<file path="config.mk">
export PLATFORM = sky130hd
export DESIGN_NAME = circle_rasterizer_core
export DESIGN_NICKNAME = d
export VERILOG_FILES = /design/src/hw/rtl/crast_pkg.sv /design/src/hw/rtl/circle_rasterizer_core.sv /design/src/hw/rtl/crast_front.sv /design/src/hw/rtl/crast_fifo.sv /design/src/hw/rtl/crast_back.sv
export SDC_FILE = /design/constraint.sdc
export NUM_CORES = 1
export LEC_CHECK = 0
export ABC_AREA = 0
export BUFFER_PORTS_ARGS = -buffer_cell sky130_fd_sc_hd__buf_2
export CORE_MARGIN = 3
export CORE_UTILIZATION = 40
export DETAILED_ROUTE_END_ITERATION = 10
export GPL_TIMING_DRIVEN = 0
export PLACE_DENSITY = 0.6
export SLEW_MARGIN = 15
export SYNTH_ARGS = -nofsm -noshare
export SYNTH_HDL_FRONTEND = slang
export SYNTH_HIERARCHICAL = 1
export SYNTH_SLANG_ARGS = --single-unit
</file>
<file path="constraint.sdc">
create_clock -name clk_i -period 12.4 [get_ports clk_i]
set_input_delay 1.24 -clock clk_i [delete_from_list [all_inputs] [get_ports clk_i]]
set_output_delay 1.24 -clock clk_i [all_outputs]
set_load 0.01 [all_outputs]
</file>
<file path="src/hw/rtl/crast_pkg.sv">
// crast_pkg: shared widths, command codes and the iteration record of the circle rasterizer
// no dependencies; imported by every module of the block except crast_fifo
package crast_pkg;

  localparam int unsigned RAD_BITS = 14;
  localparam int unsigned OFS_BITS = 16;
  localparam int unsigned ERR_BITS = 20;

  typedef enum logic {
    CMD_START = 1'b0,
    CMD_STEP  = 1'b1
  } cmd_e;

  // index of the final beat of one iteration in each mode
  localparam logic [1:0] LAST_PT_OUTLINE  = 2'd3;
  localparam logic [1:0] LAST_SPAN_FILLED = 2'd2;

  typedef struct packed {
    logic signed [OFS_BITS-1:0] ofs_x;
    logic signed [OFS_BITS-1:0] ofs_y;
    logic                       fill;
    logic                       last;
  } iter_t;

endpackage

</file>
<file path="src/hw/rtl/circle_rasterizer_core.sv">
// circle_rasterizer_core: top level of the midpoint circle rasterizer
// depends on crast_pkg, crast_front, crast_fifo and crast_back
//
// A start beat loads center, radius and mode and produces nothing; each step beat runs one
// midpoint iteration and produces four point beats (outline) or three span beats (filled),
// the last one of the final iteration flagged by last_of_circle_o. Steps while idle are
// dropped. The front takes one command per cycle while the queue is not full and queues
// iterations in a two-entry queue; the result port moves one beat per cycle while out_stall_i
// is low, so sustained steps are bounded by the beats that each one produces, set by the single
// registered result port. Coordinates wrap at COORD_BITS.
module circle_rasterizer_core import crast_pkg::*; #(
  parameter int unsigned COORD_BITS = 16
) (
  input  logic                  clk_i,
  input  logic                  rst_ni,
  input  logic                  in_valid_i,
  output logic                  in_stall_o,
  input  logic                  command_i,
  input  logic [COORD_BITS-1:0] center_x_i,
  input  logic [COORD_BITS-1:0] center_y_i,
  input  logic [RAD_BITS-1:0]   radius_i,
  input  logic                  filled_i,
  output logic                  out_valid_o,
  input  logic                  out_stall_i,
  output logic [COORD_BITS-1:0] x_start_o,
  output logic [COORD_BITS-1:0] y_start_o,
  output logic [COORD_BITS-1:0] x_end_o,
  output logic [COORD_BITS-1:0] y_end_o,
  output logic                  last_of_circle_o
);

  localparam int unsigned RecBits = 2 * COORD_BITS + $bits(iter_t);

  logic                  push, full, pop, empty;
  logic [COORD_BITS-1:0] push_cx, push_cy, head_cx, head_cy;
  iter_t                 push_it, head_it;
  logic [RecBits-1:0]    head_data;

  crast_front #(.COORD_BITS(COORD_BITS)) u_front (
    .clk_i      (clk_i),
    .rst_ni     (rst_ni),
    .in_valid_i (in_valid_i),
    .in_stall_o (in_stall_o),
    .command_i  (command_i),
    .center_x_i (center_x_i),
    .center_y_i (center_y_i),
    .radius_i   (radius_i),
    .filled_i   (filled_i),
    .full_i     (full),
    .push_o     (push),
    .push_cx_o  (push_cx),
    .push_cy_o  (push_cy),
    .push_it_o  (push_it)
  );

  crast_fifo #(.WIDTH(RecBits)) u_fifo (
    .clk_i       (clk_i),
    .rst_ni      (rst_ni),
    .push_i      (push),
    .push_data_i ({push_cx, push_cy, push_it}),
    .full_o      (full),
    .pop_i       (pop),
    .empty_o     (empty),
    .head_data_o (head_data)
  );

  assign {head_cx, head_cy, head_it} = head_data;

  crast_back #(.COORD_BITS(COORD_BITS)) u_back (
    .clk_i            (clk_i),
    .rst_ni           (rst_ni),
    .head_valid_i     (!empty),
    .head_cx_i        (head_cx),
    .head_cy_i        (head_cy),
    .head_it_i        (head_it),
    .pop_o            (pop),
    .out_valid_o      (out_valid_o),
    .out_stall_i      (out_stall_i),
    .x_start_o        (x_start_o),
    .y_start_o        (y_start_o),
    .x_end_o          (x_end_o),
    .y_end_o          (y_end_o),
    .last_of_circle_o (last_of_circle_o)
  );

endmodule

</file>
<file path="src/hw/rtl/crast_front.sv">
// crast_front: command intake and midpoint error-term update, one iteration per cycle while the queue is not full
// depends on crast_pkg; feeds one iteration record per step into the queue
module crast_front import crast_pkg::*; #(
  parameter int unsigned COORD_BITS = 16
) (
  input  logic                  clk_i,
  input  logic                  rst_ni,
  input  logic                  in_valid_i,
  output logic                  in_stall_o,
  input  logic                  command_i,
  input  logic [COORD_BITS-1:0] center_x_i,
  input  logic [COORD_BITS-1:0] center_y_i,
  input  logic [RAD_BITS-1:0]   radius_i,
  input  logic                  filled_i,
  input  logic                  full_i,
  output logic                  push_o,
  output logic [COORD_BITS-1:0] push_cx_o,
  output logic [COORD_BITS-1:0] push_cy_o,
  output iter_t                 push_it_o
);

  logic                       busy_q;
  logic                       fill_q;
  logic [COORD_BITS-1:0]      cx_q, cy_q;
  logic signed [OFS_BITS-1:0] ofs_x_q, ofs_y_q;
  logic signed [ERR_BITS-1:0] err_q;

  logic                       accept, start, push;
  logic signed [ERR_BITS-1:0] xe, ye, y1e, x1e, err1, err2;
  logic signed [OFS_BITS-1:0] x_nxt, y_nxt;
  logic                       step_y, step_x, last;

  assign in_stall_o = full_i;
  assign accept     = in_valid_i && !full_i;
  assign start      = accept && (command_i == CMD_START);
  assign push       = accept && (command_i == CMD_STEP) && busy_q;

  // error-term update
  always_comb begin
    xe     = ERR_BITS'(ofs_x_q);
    ye     = ERR_BITS'(ofs_y_q);
    step_y = (err_q <= ye);
    y_nxt  = step_y ? ofs_y_q + OFS_BITS'(1) : ofs_y_q;
    y1e    = ERR_BITS'(y_nxt);
    err1   = step_y ? err_q + (y1e <<< 1) + ERR_BITS'(1) : err_q;
    step_x = (err_q > xe) || (err1 > y1e);
    x_nxt  = step_x ? ofs_x_q + OFS_BITS'(1) : ofs_x_q;
    x1e    = ERR_BITS'(x_nxt);
    err2   = step_x ? err1 + (x1e <<< 1) + ERR_BITS'(1) : err1;
    last   = !x_nxt[OFS_BITS-1];
  end

  always_ff @(posedge clk_i or negedge rst_ni) begin
    if (!rst_ni) begin
      busy_q <= 1'b0;
    end else if (start) begin
      busy_q <= 1'b1;
    end else if (push && last) begin
      busy_q <= 1'b0;
    end
  end

  always_ff @(posedge clk_i) begin
    if (start) begin
      fill_q  <= filled_i;
      cx_q    <= center_x_i;
      cy_q    <= center_y_i;
      ofs_x_q <= OFS_BITS'(0) - OFS_BITS'(radius_i);
      ofs_y_q <= '0;
      err_q   <= ERR_BITS'(2) - ERR_BITS'({radius_i, 1'b0});
    end else if (push) begin
      ofs_x_q <= x_nxt;
      ofs_y_q <= y_nxt;
      err_q   <= err2;
    end
  end

  assign push_o          = push;
  assign push_cx_o       = cx_q;
  assign push_cy_o       = cy_q;
  assign push_it_o.ofs_x = ofs_x_q;
  assign push_it_o.ofs_y = ofs_y_q;
  assign push_it_o.fill  = fill_q;
  assign push_it_o.last  = last;

  a_push_needs_busy: assert property (@(posedge clk_i) disable iff (!rst_ni)
    push |-> busy_q) else $error("iteration pushed while idle");

  a_last_clears_busy: assert property (@(posedge clk_i) disable iff (!rst_ni)
    push && last |=> !busy_q) else $error("busy still set after final iteration");

endmodule

</file>
<file path="src/hw/rtl/crast_fifo.sv">
// crast_fifo: two-entry queue of iteration records between front and back
// no package dependency; width set by the instantiating module
module crast_fifo #(
  parameter int unsigned WIDTH = 66
) (
  input  logic             clk_i,
  input  logic             rst_ni,
  input  logic             push_i,
  input  logic [WIDTH-1:0] push_data_i,
  output logic             full_o,
  input  logic             pop_i,
  output logic             empty_o,
  output logic [WIDTH-1:0] head_data_o
);

  logic [WIDTH-1:0] mem_q [2];
  logic             wr_ptr_q, rd_ptr_q;
  logic [1:0]       count_q;
  logic             do_push, do_pop;

  assign full_o      = (count_q == 2'd2);
  assign empty_o     = (count_q == 2'd0);
  assign do_push     = push_i && !full_o;
  assign do_pop      = pop_i && !empty_o;
  assign head_data_o = mem_q[rd_ptr_q];

  always_ff @(posedge clk_i or negedge rst_ni) begin
    if (!rst_ni) begin
      wr_ptr_q <= 1'b0;
      rd_ptr_q <= 1'b0;
      count_q  <= 2'd0;
    end else begin
      if (do_push) wr_ptr_q <= !wr_ptr_q;
      if (do_pop)  rd_ptr_q <= !rd_ptr_q;
      count_q <= count_q + 2'(do_push) - 2'(do_pop);
    end
  end

  always_ff @(posedge clk_i) begin
    if (do_push) mem_q[wr_ptr_q] <= push_data_i;
  end

  a_count_bound: assert property (@(posedge clk_i) disable iff (!rst_ni)
    count_q <= 2'd2) else $error("queue count out of range");

endmodule

</file>
<file path="src/hw/rtl/crast_back.sv">
// crast_back: expands an iteration record into points or spans, one beat per cycle
// unless stalled; depends on crast_pkg; reads the queue head, drives the registered result port
module crast_back import crast_pkg::*; #(
  parameter int unsigned COORD_BITS = 16
) (
  input  logic                  clk_i,
  input  logic                  rst_ni,
  input  logic                  head_valid_i,
  input  logic [COORD_BITS-1:0] head_cx_i,
  input  logic [COORD_BITS-1:0] head_cy_i,
  input  iter_t                 head_it_i,
  output logic                  pop_o,
  output logic                  out_valid_o,
  input  logic                  out_stall_i,
  output logic [COORD_BITS-1:0] x_start_o,
  output logic [COORD_BITS-1:0] y_start_o,
  output logic [COORD_BITS-1:0] x_end_o,
  output logic [COORD_BITS-1:0] y_end_o,
  output logic                  last_of_circle_o
);

  logic                       out_valid_q;
  logic [1:0]                 k_q;
  logic [COORD_BITS-1:0]      xs_q, ys_q, xe_q, ye_q;
  logic                       lst_q;

  logic signed [OFS_BITS-1:0] hx, hy;
  logic [COORD_BITS-1:0]      xo, yo;
  logic [COORD_BITS-1:0]      cx_px, cx_mx, cx_py, cx_my, cy_py, cy_my, cy_px, cy_mx;
  logic [COORD_BITS-1:0]      xs_d, ys_d, xe_d, ye_d;
  logic [1:0]                 last_idx;
  logic                       load, end_of_rec;

  assign hx    = head_it_i.ofs_x;
  assign hy    = head_it_i.ofs_y;
  assign xo    = COORD_BITS'(hx);
  assign yo    = COORD_BITS'(hy);
  assign cx_px = head_cx_i + xo;
  assign cx_mx = head_cx_i - xo;
  assign cx_py = head_cx_i + yo;
  assign cx_my = head_cx_i - yo;
  assign cy_py = head_cy_i + yo;
  assign cy_my = head_cy_i - yo;
  assign cy_px = head_cy_i + xo;
  assign cy_mx = head_cy_i - xo;

  assign last_idx   = head_it_i.fill ? LAST_SPAN_FILLED : LAST_PT_OUTLINE;
  assign end_of_rec = (k_q == last_idx);
  assign load       = head_valid_i && (!out_valid_q || !out_stall_i);
  assign pop_o      = load && end_of_rec;

  always_comb begin
    xs_d = head_cx_i;
    ys_d = head_cy_i;
    xe_d = head_cx_i;
    ye_d = head_cy_i;
    if (head_it_i.fill) begin
      unique case (k_q)
        2'd0: begin
          xs_d = cx_px; ys_d = cy_py; xe_d = cx_mx; ye_d = cy_py;
        end
        2'd1: begin
          xs_d = cx_px; ys_d = head_cy_i; xe_d = cx_px; ye_d = cy_my;
        end
        default: begin
          xs_d = cx_mx; ys_d = cy_my; xe_d = head_cx_i; ye_d = cy_my;
        end
      endcase
    end else begin
      unique case (k_q)
        2'd0: begin
          xs_d = cx_px; ys_d = cy_my; xe_d = cx_px; ye_d = cy_my;
        end
        2'd1: begin
          xs_d = cx_mx; ys_d = cy_py; xe_d = cx_mx; ye_d = cy_py;
        end
        2'd2: begin
          xs_d = cx_py; ys_d = cy_px; xe_d = cx_py; ye_d = cy_px;
        end
        default: begin
          xs_d = cx_my; ys_d = cy_mx; xe_d = cx_my; ye_d = cy_mx;
        end
      endcase
    end
  end

  always_ff @(posedge clk_i or negedge rst_ni) begin
    if (!rst_ni) begin
      out_valid_q <= 1'b0;
      k_q         <= 2'd0;
    end else if (load) begin
      out_valid_q <= 1'b1;
      k_q         <= end_of_rec ? 2'd0 : k_q + 2'd1;
    end else if (!out_stall_i) begin
      out_valid_q <= 1'b0;
    end
  end

  always_ff @(posedge clk_i) begin
    if (load) begin
      xs_q  <= xs_d;
      ys_q  <= ys_d;
      xe_q  <= xe_d;
      ye_q  <= ye_d;
      lst_q <= head_it_i.last && end_of_rec;
    end
  end

  assign out_valid_o      = out_valid_q;
  assign x_start_o        = xs_q;
  assign y_start_o        = ys_q;
  assign x_end_o          = xe_q;
  assign y_end_o          = ye_q;
  assign last_of_circle_o = lst_q;

  a_filled_three_beats: assert property (@(posedge clk_i) disable iff (!rst_ni)
    head_valid_i && head_it_i.fill |-> k_q != LAST_PT_OUTLINE)
    else $error("filled record expanded past its third span");

endmodule

</file>
## Word level (Yosys, flattened, before mapping)

Memories as Yosys holds them, arrays and structs flattened.
Index checks and enable logic that the tools add are counted.

| operators by class | value |
|---|---|
| add/subtract/negate cells | 19 |
| equality and inequality tests | 5 |
| reduce and logical (&&, ||, !) cells | 24 |
| order comparisons | 3 |
| muxes and demuxes | 26 |
| bitwise gates (word level) | 1 |

Operator list:

| kind | count |
|---|---|
| $mux W16 | 10 |
| $pmux W16 S3 | 2 |
| $mux W20 | 4 |
| $add A16 B16 Y16 | 4 |
| $pmux W16 S2 | 2 |
| $sub A16 B16 Y16 | 4 |
| $add A20 B17 Y20 | 2 |
| $add A20 B2 Y20 const B | 2 |
| $gt A20 B16 Y1 | 2 |
| $add A16 B2 Y16 const B | 2 |
| $le A20 B16 Y1 | 1 |
| $sub A2 B15 Y16 const A | 1 |
| $sub A1 B14 Y15 const A | 1 |
| $logic_and A1 B1 Y1 | 10 |
| $logic_not A1 Y1 | 7 |
| $mux W1 | 7 |
| $eq A2 B2 Y1 const B | 2 |
| $logic_not A2 Y1 | 2 |
| $reduce_bool A2 Y1 | 2 |
| $add A2 B1 Y2 | 1 |
| $add A2 B1 Y2 const B | 1 |
| $eq A2 B1 Y1 const B | 1 |
| $eq A2 B2 Y1 | 1 |
| $logic_or A1 B1 Y1 | 2 |
| 5 further kinds | 5 |

| word-level totals | value |
|---|---|
| output and inout bits | 67 |
| memories kept | 1 |
| RAM bits | 132 |
| input bits | 52 |
| register bits after elaboration | 158 |

Memory list:

| memory | words | width | read ports | clocked after memory_dff | write ports | line | RTL |
|---|---|---|---|---|---|---|---|
| u_fifo.mem_q | 2 | 66 | 1 | 0 | 1 | crast_fifo.sv:16 | `logic [WIDTH-1:0] mem_q [2];` |

## Logic depth before layout (Yosys ltp)

| logic depth | value |
|---|---|
| word-level depth | 13 |
| mapped depth | 51 |

## By module

Netlist, hierarchy kept.

By module, submodules not included:

| module | sequential area each (um^2) | area each (um^2) | cells an instance | instances |
|---|---|---|---|---|
| crast_back | 2026.9 | 9805.7 | 1217 | 1 |
| crast_front | 2417.3 | 7616.1 | 840 | 1 |
| crast_fifo | 4063.9 | 5073.6 | 223 | 1 |
| circle_rasterizer_core | 0.0 | 3.8 | 1 | 1 |

## Worst setup path after synthesis

No wires, ideal clock.

| timing | value |
|---|---|
| path kind | register -> register |
| start | reg u_front.ofs_y_q[15] |
| end | reg u_front.err_q[19], data pin |
| setup time | 138 ps |
| required time | 12262 ps |
| data arrival time | 10053 ps |
| slack | 2209 ps |
| buffers on the path | 4 |
| stages on the path, launching flop included | 46 |
| clock period less this slack | 10191 ps |
| cells stage by stage | dfxtp_1 -> inv_1 -> ha_1 -> nand4_1 -> and4bb_1 -> a21bo_1 -> o211ai_1 -> a21o_1 -> buf_1 -> clkbuf_1 -> mux2i_1 -> inv_1 -> ha_1 -> nor2b_1 -> o21a_1 -> o21a_1 -> o211ai_1 -> a21boi_0 -> [10 not listed] -> inv_1 -> a211oi_1 -> o211ai_1 -> o211ai_2 -> buf_2 -> buf_2 -> xor2_1 -> ha_1 -> a41o_1 -> a2111oi_0 -> mux2i_1 -> a41oi_1 -> o31ai_1 -> a21oi_1 -> a21oi_1 -> a31oi_1 -> mux4_2 -> nand3_1 |

| on the way | value |
|---|---|
| cells in the longest elaborated chain, start to end | 13 |
| elaborated cells on any way between the ends | 14 |

RTL lines:

| item | line | RTL |
|---|---|---|
| start: declaration | crast_front.sv:25 | `logic signed [OFS_BITS-1:0] ofs_x_q, ofs_y_q;` |
| start signal: assignment | crast_front.sv:73 | `ofs_y_q <= y_nxt;` |
| $le A20 B16 Y1 (*) | crast_front.sv:42 | `step_y = (err_q <= ye);` |
| $mux W16 (*) | crast_front.sv:43 | `y_nxt = step_y ? ofs_y_q + OFS_BITS'(1) : ofs_y_q;` |
| net u_front.y_nxt[1] | crast_front.sv:30 | `logic signed [OFS_BITS-1:0] x_nxt, y_nxt;` |
| $add A20 B17 Y20 | crast_front.sv:45 | `err1 = step_y ? err_q + (y1e <<< 1) + ERR_BITS'(1) : err_q;` |
| $add A20 B2 Y20 | crast_front.sv:45 |  |
| $mux W20 | crast_front.sv:45 |  |
| $gt A20 B16 Y1 | crast_front.sv:46 | `step_x = (err_q > xe) \|\| (err1 > y1e);` |
| $logic_or A1 B1 Y1 | crast_front.sv:46 |  |
| $mux W16 | crast_front.sv:47 | `x_nxt = step_x ? ofs_x_q + OFS_BITS'(1) : ofs_x_q;` |
| $add A20 B17 Y20 | crast_front.sv:49 | `err2 = step_x ? err1 + (x1e <<< 1) + ERR_BITS'(1) : err1;` |
| $add A20 B2 Y20 | crast_front.sv:49 |  |
| $mux W20 (*) | crast_front.sv:49 |  |
| $mux W20 (*) | crast_front.sv:71 | `end else if (push) begin` |
| $mux W20 (*) | crast_front.sv:64 | `if (start) begin` |
| end signal: assignment | crast_front.sv:70 | `err_q <= ERR_BITS'(2) - ERR_BITS'({radius_i, 1'b0});` |
| end signal: assignment | crast_front.sv:74 | `err_q <= err2;` |
| end: declaration | crast_front.sv:26 | `logic signed [ERR_BITS-1:0] err_q;` |

The timed path passes the listed nets; every way through them passes the cells marked *. The select of a mux whose other input is x is not followed.
A chain may end at the register's enable or synchronous reset.

## Final worst setup path

| timing | value |
|---|---|
| start | reg u_front.err_q[7] |
| end | reg u_front.err_q[19], data pin |

| on the way | value |
|---|---|
| cells in the longest elaborated chain, start to end | 13 |
| elaborated cells on any way between the ends | 14 |

RTL lines:

| item | line |
|---|---|
| $le A20 B16 Y1 (*) | crast_front.sv:42 |
| $mux W16 (*) | crast_front.sv:43 |
| net u_front.y_nxt[1] | crast_front.sv:30 |
| $add A20 B17 Y20 | crast_front.sv:45 |
| $add A20 B2 Y20 | crast_front.sv:45 |
| $mux W20 | crast_front.sv:45 |
| $gt A20 B16 Y1 | crast_front.sv:46 |
| $logic_or A1 B1 Y1 | crast_front.sv:46 |
| $mux W16 | crast_front.sv:47 |
| $add A20 B17 Y20 | crast_front.sv:49 |
| $add A20 B2 Y20 | crast_front.sv:49 |
| $mux W20 (*) | crast_front.sv:49 |
| $mux W20 (*) | crast_front.sv:71 |
| $mux W20 (*) | crast_front.sv:64 |

Marked as above.

==> impl_metrics.csv <==
group,metric,value,unit
synth,syn_area_per_cell,9.86,um^2
timing,worst_pin_slew,1020,ps
hold_path,worstHoldPathType,"reg -> reg",
synth,ys_seq_area_frac,0.378,
synth,syn_inst,2281,
critical_path,worstReg2RegStart,"u_front/err_q[7]",
route,dr.pass1.iters,7,
route,wl,75.4,mm
placed_design,dp_hpwl,59.3,mm
grt,grt_pass1_wl,112,mm
final_layout,nNetsFinal,2702,
route,post-route-drc-count,0,
timing,setup_viol,0,
synth,synth_nets,2545,
clock_tree,cts_buffers,31,
floorplan,coreArea,55400,um^2
timing,finalSetupTns,0,ps
floorplan,dieArea,59100,um^2
timing,fin_crit,11790,ps
synth,ys_top_cells_by_count,"266 x edfxtp_1, 204 x ha_1, 176 x a21oi_1",
critical_path,cp_slowest_cell,"edfxtp_1",
job,maxCapViolCount,0,
clock_tree,clock_latency,600,ps
critical_path,rr_endpoint,"u_front/err_q[19]",
placed_design,port_buffers,115,
floorplan,die_h,243,um
clock_tree,clockBufferDepth,3,
clock_tree,path_clk_slew,70,ps
clock_tree,cts_tree,"built",
floorplan,die_w,243,um
synth,synth_top_area_frac,0.355,
critical_path,cp.required,12840,ps
clock_tree,hold_buffers,0,
final_layout,fin_cells,3210,
timing,max_slew_margin,0.320,
grt,grt_util_all_layers,0.247,
synth,synth_edf_count,266,
critical_path,crit_top_cell,"ha_1",
final_layout,n_antenna_cell,0,
timing,grt_setup_unrepaired,"false",
synth,yosysTopAreaCell,"edfxtp_1",
timing,hold_slack,447,ps
run_status,status,"completed",
grt,grt_max_degree,68,
route,first_iter_violations,1861,
synth,synth_cell_type_count,106,
grt,grt_overflow,0,
floorplan,pin_count,119,
synth,synth_seq_cells,290,
final_layout,utilization,0.455,
critical_path,critical-path-max-stage-delay,560,ps
grt,grt_pass1_vias,18000,
synth,syn_area,22500,um^2
critical_path,r2r_slack,610,ps
hold_path,hold_end,"u_fifo/mem_q[1][64]",
critical_path,end_kind,"register",
timing,skew,29.4,ps
route,vias,19000,
timing,finalCritPeriodShare,0.951,
floorplan,start_util,0.406,
critical_path,critPathBufInv,6,
timing,hold_viol_final,0,
synth,synth.most_common_cell,"edfxtp_1",
timing,clock.fmax,0.0848,GHz
synth,async_flop_share,0.0276,
clock_tree,h-tree-depth,1,
hold_path,whs_path_depth,0,
synth,yosys_most_used_dff,"edfxtp_1",
critical_path,cp.arrival,12230,ps
critical_path,worstRegToRegCells,43,
final_layout,drive_above_1_share,0.134,
route,ant_nets,0,
hold_path,min-delay-start,"u_front/push_cx_o[14]",
route,wire_per_inst,23.5,um
route,viasPerCell,5.91,
final_layout,nFillCells,5269,
critical_path,cp_max_fo,10,
clock_tree,clockRootBuffer,"clkbuf_16",
placed_design,dp.cells,3149,
critical_path,critical-path-top-delay-family,"compound AO/OA/AOI/OAI gates",
final_layout,area_delta_synth_final,12.0,%
timing,drv_slew,0,
synth,synthTopCellsByArea,"edfxtp_1 36%, ha_1 11%, xnor2_1 5.6%, a21oi_1 3.9%, o21ai_0 2.7%",
synth,yosys_warnings,6,
clock_tree,cts_num_sinks,290,
grt,grt_antenna_before_repair,0,
placed_design,routabilityCongestion,0.981,
critical_path,crit_type,"reg -> reg",
critical_path,crit_path_start_kind,"register",
floorplan,rows,86,
[worst max path at each step]
stage	startpoint	to	slack, ps	cells past startpoint
6_report	u_front/err_q[7]	u_front/err_q[19]	610	43
2_1_floorplan	u_front/ofs_y_q[15]	u_front/err_q[19]	2210	45
4_1_cts	u_front/err_q[7]	u_front/err_q[19]	60	46
3_3_place_gp	u_front/err_q[9]	u_front/err_q[19]	-340	44
5_1_grt	u_front/ofs_y_q[15]	u_front/err_q[19]	40	45
3_5_place_dp	u_front/ofs_y_q[15]	u_front/err_q[19]	-570	45
[sequential cells by signal, summed over array words and instances (netlist names), 2 cells and up]
name               cells
u_fifo/mem_q         132
u_front/err_q         20
u_back/x_end_o        16
u_back/x_start_o      16
u_back/y_end_o        16
u_back/y_start_o      16
u_front/ofs_x_q       16
u_front/ofs_y_q       16
u_front/push_cx_o     16
u_front/push_cy_o     16
u_back/k_q             2
u_fifo/count_q         2
[routing by layer]
layer  up-vias  routed length, um  track usage
li1       8860                  -            -
met3       177               5130       0.0303
met4         0               3720        0.109
met5         -                  0            0
met1      9151              32200        0.330
met2       793              34400        0.402
[repair_timing]
| item | 4_1_cts | 5_1_grt |
|---|---|---|
| pin swaps | 0 | 2 |
| cloned | 0 | 0 |
| buffers inserted | 0 | 4 |
| setup endpoints to repair | 5 | 9 |
| gates resized for setup | 5 | 11 |
[cell families (layout without fill, tap and decap cells)]
| kind of cell | after synthesis | count (layout) | synth area share |
|---|---|---|---|
| flops | 290 | 290 | 0.378 |
| buf+inv | 244 | 425 | 0.0435 |
| compound gates | 657 | 657 | 0.196 |
| xor+xnor | 194 | 194 | 0.0765 |
| simple gates | 575 | 575 | 0.126 |
| mux | 109 | 109 | 0.0584 |
| fa+ha+maj | 212 | 212 | 0.121 |
[cells in the final DEF (no fill, tap or decap), types with 9 or more instances in the layout]
cell,n
inv_1,139
nor2_1,139
and3_1,22
mux2_2,49
edfxtp_1,266
and2_1,10
mux2i_1,28
xnor2_1,144
o21ai_0,117
a22o_1,11
o21a_1,28
mux2_4,30
o21bai_1,18
nor3_1,51
a22oi_1,27
o211ai_1,23
a221oi_1,17
nand3_1,44
xor2_1,45
a21o_1,46
nand2_1,153
o22ai_1,21
dfxtp_1,16
a31oi_1,31
or3_1,22
buf_2,130
clkbuf_16,31
buf_1,9
nor2b_1,20
nand4_1,20
clkbuf_1,74
nand2b_1,27
o221ai_1,9
a211oi_1,29
a21oi_1,176
nor4_1,23
buf_4,11
ha_1,204
[cell type report]
| class | count | area [um^2] | share of cell area |
|---|---|---|---|
| Multi-Input combinational cell | 1747 | 13100 | 0.519 |
| Sequential cell | 290 | 8510 | 0.338 |
| Tap cell | 748 | 936 | 0.0371 |
| Clock buffer | 43 | 841 | 0.0334 |
| Timing Repair Buffer | 124 | 713 | 0.0283 |
| Inverter | 143 | 539 | 0.0214 |
| Buffer | 101 | 450 | 0.0179 |
| Clock inverter | 14 | 145 | 0.00576 |
[through the flow]
stage | setup WS [ps] | cell area [um^2]
6_report | 606 | 25200
5_1_grt | 36.2 | 25200
4_1_cts | 57.6 | 25100
3_5_place_dp | -571 | 24100
3_3_place_gp | -336 | 24000
2_1_floorplan | 2210 | 22500
Power is not shown: default switching activity piles up to over one toggle a cycle in this logic, so the estimate is an artifact.
